### config.mk
export PLATFORM = sky130hd
export DESIGN_NAME = utf8_word_splitter_core
export DESIGN_NICKNAME = d
export VERILOG_FILES = /design/src/design/utf8ws_pkg.sv /design/src/design/utf8ws_step.sv /design/src/design/utf8_word_splitter_core.sv
export SDC_FILE = /design/constraint.sdc
export NUM_CORES = 1
export LEC_CHECK = 0
export BUFFER_PORTS_ARGS = -buffer_cell sky130_fd_sc_hd__buf_2
export CORE_MARGIN = 1
export CORE_UTILIZATION = 40
export CTS_CLUSTER_DIAMETER = 40
export DETAILED_ROUTE_END_ITERATION = 7
export GPL_ROUTABILITY_DRIVEN = 0
export SETUP_SLACK_MARGIN = 0.1
export SLEW_MARGIN = 20
export SYNTH_ARGS = -nofsm -noshare
export SYNTH_HDL_FRONTEND = slang
export SYNTH_SLANG_ARGS = --single-unit
### constraint.sdc
create_clock -name aclk -period 7.62 [get_ports aclk]
set_clock_uncertainty 0.1 [all_clocks]
set_input_delay 0.762 -clock aclk [delete_from_list [all_inputs] [get_ports aclk]]
set_output_delay 0.762 -clock aclk [all_outputs]
set_load 0.005 [all_outputs]
### src/design/utf8ws_pkg.sv
// Package for the UTF-8 word splitter: state and result types, result queue
// constants, and the byte classification and lowercasing functions.
// No dependencies.
package utf8ws_pkg;

    // Lead byte of the only two-byte sequence that is accepted
    localparam logic [7:0] LeadC3      = 8'hC3;
    localparam logic [7:0] ContLow     = 8'h80;
    localparam logic [7:0] ContHigh    = 8'hBF;
    localparam logic [2:0] SkipMax     = 3'd7;

    // Result queue sizing
    localparam int FifoDepth = 4;
    localparam int PtrW      = $clog2(FifoDepth);
    localparam int CntW      = $clog2(FifoDepth + 1);

    typedef struct packed {
        logic [7:0]  held_byte;
        logic        held_valid;
        logic [7:0]  previous_byte;
        logic        word_open;
        logic        skip_active;
        logic [2:0]  skip_count;
        logic [15:0] words_done;
        logic [7:0]  last_raw;
    } state_t;

    typedef struct packed {
        logic [7:0]  out_byte;
        logic        byte_valid;
        logic        word_end;
        logic        warning;
        logic [15:0] word_number;
        logic        last_result;
    } result_t;

    typedef result_t [1:0] result_pair_t;

    // Gap bytes: space ? ! " ' # % * & ( ) = , ; . _ LF CR TAB /
    function automatic logic is_gap(input logic [7:0] c);
        logic hit;
        case (c)
            8'h20, 8'h3F, 8'h21, 8'h22, 8'h27, 8'h23, 8'h25, 8'h2A, 8'h26, 8'h28,
            8'h29, 8'h3D, 8'h2C, 8'h3B, 8'h2E, 8'h5F, 8'h0A, 8'h0D, 8'h09,
            8'h2F: hit = 1'b1;
            default: hit = 1'b0;
        endcase
        return hit;
    endfunction

    // ASCII capitals, and Latin-1 capitals after a 0xC3 lead (multiplication
    // sign excluded), move up by 0x20
    function automatic logic [7:0] lower(input logic [7:0] c, input logic [7:0] prior);
        logic [7:0] r;
        r = c;
        if (c >= 8'h41 && c <= 8'h5A) begin
            r = c + 8'h20;
        end else if (prior == LeadC3 && c >= 8'h80 && c <= 8'h9E && c != 8'h97) begin
            r = c + 8'h20;
        end
        return r;
    endfunction

    function automatic logic [15:0] sat_inc(input logic [15:0] v);
        return (v == 16'hFFFF) ? v : v + 16'd1;
    endfunction

endpackage

### src/design/utf8ws_step.sv
// Next-state and result logic for one input byte of the word splitter.
// Depends on utf8ws_pkg.
module utf8ws_step (
    input  utf8ws_pkg::state_t       cur_state,
    input  logic [7:0]               in_byte,
    input  logic                     line_end,
    output utf8ws_pkg::state_t       nxt_state,
    output utf8ws_pkg::result_pair_t results,
    output logic [1:0]               res_count
);
    import utf8ws_pkg::*;

    logic [7:0] c;
    logic       consumed;
    logic       warn;
    logic       in_seq;
    logic [2:0] skip_inc;
    logic       body_hit;
    logic       flush_hit;
    result_t    body_res;
    result_t    flush_res;
    state_t     st;

    always_comb begin
        st        = cur_state;
        c         = lower(in_byte, cur_state.last_raw);
        st.last_raw = in_byte;
        warn      = 1'b0;
        consumed  = 1'b0;
        body_hit  = 1'b0;
        body_res  = '0;
        flush_res = '0;
        skip_inc  = cur_state.skip_count + 3'd1;

        // Consume continuation bytes of a long sequence
        if (cur_state.skip_active) begin
            if (c[7] && cur_state.skip_count < SkipMax) begin
                consumed = 1'b1;
                if (skip_inc >= SkipMax) begin
                    st.skip_active = 1'b0;
                    st.skip_count  = '0;
                end else begin
                    st.skip_count = skip_inc;
                end
            end else begin
                st.skip_active = 1'b0;
                st.skip_count  = '0;
            end
        end

        in_seq = (cur_state.previous_byte[7:5] == 3'b110);

        if (!consumed) begin
            if (c[7:5] == 3'b111) begin
                // Start of a three- or four-byte sequence: warn and skip
                warn                = 1'b1;
                body_hit            = 1'b1;
                body_res.warning    = 1'b1;
                body_res.word_number = st.words_done;
                st.skip_active      = 1'b1;
                st.skip_count       = 3'd1;
                st.previous_byte    = '0;
            end else if (in_seq && (cur_state.previous_byte != LeadC3
                                    || c < ContLow || c > ContHigh)) begin
                // Bad two-byte sequence: drop the held lead and this byte
                warn                = 1'b1;
                body_hit            = 1'b1;
                body_res.warning    = 1'b1;
                body_res.word_number = st.words_done;
                st.held_valid       = 1'b0;
                st.held_byte        = '0;
                st.previous_byte    = '0;
            end else if (in_seq || !is_gap(c)) begin
                // Word byte: release the held one, hold this one
                if (st.held_valid) begin
                    body_hit             = 1'b1;
                    body_res.out_byte    = st.held_byte;
                    body_res.byte_valid  = 1'b1;
                    body_res.word_number = st.words_done;
                    st.word_open         = 1'b1;
                end
                st.held_byte     = c;
                st.held_valid    = 1'b1;
                st.previous_byte = c;
            end else if (st.held_valid || st.word_open) begin
                // Gap closes the open word
                st.words_done        = sat_inc(st.words_done);
                body_hit             = 1'b1;
                body_res.out_byte    = st.held_valid ? st.held_byte : 8'h00;
                body_res.byte_valid  = st.held_valid;
                body_res.word_end    = 1'b1;
                body_res.word_number = st.words_done;
                st.held_valid        = 1'b0;
                st.held_byte         = '0;
                st.word_open         = 1'b0;
                st.previous_byte     = '0;
            end
        end

        // Flush the word at line end, then return to reset state
        flush_hit = line_end && (st.held_valid || st.word_open);
        flush_res.out_byte    = st.held_valid ? st.held_byte : 8'h00;
        flush_res.byte_valid  = st.held_valid;
        flush_res.word_end    = 1'b1;
        flush_res.warning     = warn;
        flush_res.word_number = sat_inc(st.words_done);
        flush_res.last_result = 1'b1;
        if (line_end) begin
            st = '0;
        end

        body_res.last_result = !flush_hit;
        nxt_state  = st;
        results[0] = body_hit ? body_res : flush_res;
        results[1] = flush_res;
        res_count  = {1'b0, body_hit} + {1'b0, flush_hit};
    end

endmodule

### src/design/utf8_word_splitter_core.sv
// Top level of the UTF-8 word splitter: state register, step logic and a
// small result queue. Depends on utf8ws_pkg and utf8ws_step.
//
// Takes one raw byte per word on the s_ side and returns lowercased word
// bytes on the m_ side, each tagged with word-end, warning and a running word
// count. A byte is accepted every cycle while the result queue (4 entries)
// holds at most 2 results; each result is registered in the queue before it
// appears on the m_ side. Most bytes give zero or one result, so the stream
// runs at one byte per cycle while the output side keeps up; a line-end byte
// that also releases a word byte, or warns inside a word, gives two results,
// which the queue absorbs. No clearing pass is needed after reset.
module utf8_word_splitter_core (
    input  logic        aclk,
    input  logic        aresetn,
    // s_tdata: [7:0] in_byte
    input  logic        s_tvalid,
    output logic        s_tready,
    input  logic [7:0]  s_tdata,
    input  logic        s_tlast,     // line_end
    // m_tdata: [7:0] out_byte, [23:8] word_number
    output logic        m_tvalid,
    input  logic        m_tready,
    output logic [23:0] m_tdata,
    output logic [2:0]  m_tuser,     // [0] byte_valid, [1] warning, [2] last_result
    output logic        m_tlast      // word_end
);
    import utf8ws_pkg::*;

    state_t            state_reg;
    state_t            state_next;
    result_pair_t      results;
    logic [1:0]        res_count;
    result_t           fifo_reg [FifoDepth];
    logic [PtrW-1:0]   wr_ptr_reg;
    logic [PtrW-1:0]   rd_ptr_reg;
    logic [CntW-1:0]   count_reg;
    logic [PtrW-1:0]   wr_ptr_plus1;
    logic              in_acc;
    logic              out_pop;
    result_t           head;

    utf8ws_step u_step (
        .cur_state (state_reg),
        .in_byte   (s_tdata),
        .line_end  (s_tlast),
        .nxt_state (state_next),
        .results   (results),
        .res_count (res_count)
    );

    assign s_tready     = (count_reg <= CntW'(FifoDepth - 2));
    assign in_acc       = s_tvalid && s_tready;
    assign out_pop      = m_tvalid && m_tready;
    assign wr_ptr_plus1 = wr_ptr_reg + PtrW'(1);

    // Advance the splitter state on each accepted word
    always_ff @(posedge aclk) begin
        if (!aresetn) begin
            state_reg <= '0;
        end else if (in_acc) begin
            state_reg <= state_next;
        end
    end

    // Push up to two results into the queue
    always_ff @(posedge aclk) begin
        for (int i = 0; i < FifoDepth; i++) begin
            if (in_acc && res_count != 2'd0 && wr_ptr_reg == PtrW'(i)) begin
                fifo_reg[i] <= results[0];
            end else if (in_acc && res_count == 2'd2 && wr_ptr_plus1 == PtrW'(i)) begin
                fifo_reg[i] <= results[1];
            end
        end
    end

    // Track queue pointers and fill level
    always_ff @(posedge aclk) begin
        if (!aresetn) begin
            wr_ptr_reg <= '0;
            rd_ptr_reg <= '0;
            count_reg  <= '0;
        end else begin
            if (in_acc) begin
                wr_ptr_reg <= wr_ptr_reg + PtrW'(res_count);
            end
            if (out_pop) begin
                rd_ptr_reg <= rd_ptr_reg + PtrW'(1);
            end
            count_reg <= count_reg + (in_acc ? CntW'(res_count) : CntW'(0))
                         - (out_pop ? CntW'(1) : CntW'(0));
        end
    end

    // Present the queue head
    assign head     = fifo_reg[rd_ptr_reg];
    assign m_tvalid = (count_reg != '0);
    assign m_tdata  = {head.word_number, head.out_byte};
    assign m_tuser  = {head.last_result, head.warning, head.byte_valid};
    assign m_tlast  = head.word_end;

    // Queue never overfills
    assert property (@(posedge aclk) disable iff (!aresetn)
        count_reg <= CntW'(FifoDepth))
        else $error("result queue overflow");

    // Line end returns the splitter to its reset state
    assert property (@(posedge aclk) disable iff (!aresetn)
        (in_acc && s_tlast) |=> (state_reg.words_done == '0 && !state_reg.held_valid
                                 && !state_reg.word_open && !state_reg.skip_active))
        else $error("state not cleared after line end");

    // Draining the last queued result with nothing pushed empties the output
    assert property (@(posedge aclk) disable iff (!aresetn)
        (out_pop && !in_acc && count_reg == CntW'(1)) |=> !m_tvalid)
        else $error("output valid after queue drained");

endmodule
==> reports/results.txt <==
Initial Utilization: 41.33%
outcome: complete, no violations
CORE AREA: 23750 sq um
max_cap viols: 0
Pleak: 3.750 nW
root buf cell: clkbuf_16
Post-Synth Adder-Cell Area: 1.988%
DRC Markers: 0
sequential cell area fraction in the yosys report: 45.27%
antenna violations before repair: 0
WP data required: 7.65 ns
die area: 25180 sq um
GRT Total Usage: 22.53%
critical path arrival: 6.04 ns
ys async rst share: 0%
Post-Route Setup TNS: 0 ns
nature of the critical path startpoint: input pin
crit end category: register
Congestion Overflow GR: 0
Slew Limit Headroom: 34.39%
ys flop type: edfxtp_1
DP HPWL: 18360 microns
Post-synth EDFFs: 110
IO Count: 43
H-tree lvl count: 4
DRT antenna net count: 0
Final Critical Period: 6.011 ns
ratio of cells with drive above 1 in the final layout: 16.31%
hold_buf cts: 0
Sequential Area: 4446 sq um
via/cell ratio: 6.095
Worst VDD drop: 0.0001335 V
Vert. Die Dim: 158.7 microns
clk buf depth: 2
DRT iter0 DRCs: 868
Place WS: 1.230 ns
RSZ-0062 raised after global routing: false
Multi-input gate area: 4959 sq um
Via Count: 7960
clk_lat worst skew: 0.43 ns
highest clock rate: 166.4 MHz
Post-CTS Repair Setup Buffers: 0
first-pass GRT wire length: 42990 microns
CP startpoint: s_tdata[5]
hold path start: state_reg[3]$_SDFFE_PN0P_
hold crit path type: reg2reg
routed length per instance: 20.83 microns
combinational family with the most area after synthesis: compound AO/OA/AOI/OAI gates
area grow syn2layout: 10.58%
Unique masters post-synth: 88
multiplexer share of the synthesized area: 7.289%
TritonCTS Buffers: 17
Nets: 1002
simple-gate share of the synthesized area: 16.27%
vias in the first global route: 7428
post-CTS resize count: 0
Post-Route WL: 27200 microns
DRT Pass-1 Iters: 6
Worst R2R Setup Slack: 2.08 ns
port bufs: 42
Fillers: 2244
Net Count, Synth: 997
Final Worst Setup Slack: 1.609 ns
final worst path period share: 78.89%
endpoints failing setup: 0
Synth Instances: 969
max FFs per register: 112
clk sinks: 167
#FFs+latches synth: 167
maximum number of pins on one net before global-route repair: 55
clock slew at reported path FFs: 0.07 ns
xor-xnor portion of the synthesized cell area: 2.052%
Crit Path Class: in2reg
Final Max Tran Viols: 0
YS warnings: 0
Avg Inst Size Synth: 10.13 sq um
TritonCTS clock tree: yes
crit-path max FO: 24
antenna cells: 0
Synth Area in Compound Gates: 22.72%
Final Hold Fails: 0
Die W: 158.7 microns
worst-margin pin slew: 0.9811 ns
FP Rows: 56
Synth Cell Area: 9818 sq um
reg-to-reg startpoint: state_reg[5]$_SDFFE_PN0P_
pwr/cell area: 237.8 nW/um^2
cell usage in the layout (no fill, tap or decap), types with 5 or more instances in the layout:
| master | netlist | layout |
|---|---|---|
| a21boi_0 | 29 | 29 |
| a21oi_1 | 37 | 37 |
| a22o_1 | 9 | 9 |
| a22oi_1 | 19 | 19 |
| a31oi_1 | 9 | 9 |
| a32o_1 | 24 | 24 |
| and2_1 | 21 | 21 |
| and3_1 | 16 | 16 |
| buf_2 | 6 | 42 |
| buf_4 | 3 | 22 |
| clkbuf_16 | 0 | 17 |
| dfxtp_1 | 57 | 56 |
| edfxtp_1 | 110 | 110 |
| ha_1 | 14 | 14 |
| inv_1 | 18 | 18 |
| inv_8 | 0 | 6 |
| mux4_2 | 28 | 28 |
| nand2_1 | 105 | 105 |
| nand3_1 | 20 | 20 |
| nand3b_1 | 5 | 5 |
| nand4_1 | 10 | 10 |
| nor2_1 | 50 | 49 |
| nor2b_1 | 17 | 17 |
| nor3_1 | 26 | 25 |
| o211ai_1 | 6 | 6 |
| o21ai_0 | 63 | 63 |
| o21ai_1 | 10 | 10 |
| o21bai_1 | 9 | 9 |
| o22ai_1 | 51 | 51 |
| or3_1 | 7 | 7 |
| xnor2_1 | 15 | 15 |
| xor2_1 | 8 | 8 |
synthesized netlist by cell type (4+ instances only):
master | number | area, sq um
a211o_1 | 4 | 35.03
buf_1 | 4 | 15.01
a32o_1 | 24 | 240.2
a22oi_1 | 19 | 142.6
ha_1 | 14 | 175.2
dfxtp_1 | 57 | 1141
clkbuf_1 | 58 | 217.7
a21oi_1 | 37 | 185.2
nor2b_1 | 17 | 106.4
o21ai_0 | 63 | 315.3
o211ai_1 | 6 | 45.04
nand3b_1 | 5 | 37.54
a21boi_0 | 29 | 217.7
nand3_1 | 20 | 100.1
o21bai_1 | 9 | 67.56
o22ai_1 | 51 | 319.1
a31oi_1 | 9 | 56.30
mux2i_1 | 4 | 40.04
nor2_1 | 50 | 187.7
xnor2_1 | 15 | 131.4
nor4_1 | 4 | 25.02
nand4_1 | 10 | 62.56
nor3b_1 | 4 | 30.03
a22o_1 | 9 | 78.83
and3_1 | 16 | 100.1
o31ai_1 | 4 | 30.03
edfxtp_1 | 110 | 3303
inv_1 | 18 | 67.56
and2_1 | 21 | 131.4
mux4_2 | 28 | 630.6
xor2_1 | 8 | 70.07
or3_1 | 7 | 43.79
nand2_1 | 105 | 394.1
o21ai_1 | 10 | 50.05
buf_6 | 6 | 67.56
nor3_1 | 26 | 130.1
buf_2 | 6 | 30.03
nand2b_1 | 4 | 25.02
report_power, final:
group / switching [W] / internal, W / leakage, nW
Clock: 0.000417 / 0.000472 / 0.295
Combinational: 0.000345 / 0.000264 / 1.94
Sequential: 0.0000369 / 0.00105 / 1.51
worst paths after layout:
check | endpoint | cells past startpoint
max | fifo_reg[2][11]$_DFFE_PP_ | 17
min | state_reg[3]$_SDFFE_PN0P_ | 2
max reg2reg | fifo_reg[2][11]$_DFFE_PP_ | 14
min reg2reg | state_reg[3]$_SDFFE_PN0P_ | 2
routing by layer:
| layer | vias up | global-route usage [%] | share of wire [%] |
|---|---|---|---|
| li1 | 3734 | - | - |
| met1 | 3847 | 32.56 | 47 |
| met2 | 327 | 34.21 | 44 |
| met3 | 52 | 3.321 | 6.9 |
| met4 | 0 | 7.830 | 2.3 |
| met5 | - | 0 | 0 |
area by class of cell:
class | instances | share of cell area (%)
Inverter | 20 | 0.6915
Clock inverter | 15 | 1.637
Timing Repair Buffer | 64 | 3.457
Tap cell | 319 | 3.676
Sequential cell | 167 | 40.95
Multi-Input combinational cell | 704 | 45.67
Clock buffer | 17 | 3.918
worst max-delay path: stages:
cell       delay (ns)
buf_2            0.19
inv_1            0.22
ha_1             0.18
nor2b_1          0.05
o2111ai_1        0.29
nand3_2          0.23
a211oi_2         0.42
o21ai_0          0.20
a21boi_0         0.41
a22oi_1          0.16
buf_4            0.19
nand3_1          0.31
clkinv_1         0.39
ha_1             0.36
or3_1            0.73
nand2_1          0.59
buf_4            0.31
metrics by stage:
step	cell area (sq um)	hold WS [ns]	total power, W	cells	utilization [%]
floorplan	9818	0.3369	0.001511	969	-
global placement	10250	0.3539	0.001709	1274	43.17
detailed placement	10250	0.3579	0.001715	1274	43.17
CTS	10860	0.3680	0.002597	1306	45.71
global route	10860	0.3866	0.002699	1306	45.71
finish	10860	0.3638	0.002581	1306	45.71
logic make-up after synthesis:
family,after synthesis
xor gates and xnor gates,23
buffers and inverters,98
adders and majority gates,15
AOI/OAI and AO/OA,319
and+or+nand+nor,311
DFF,167
muxes,36
Power figures use the tool's default switching activity.
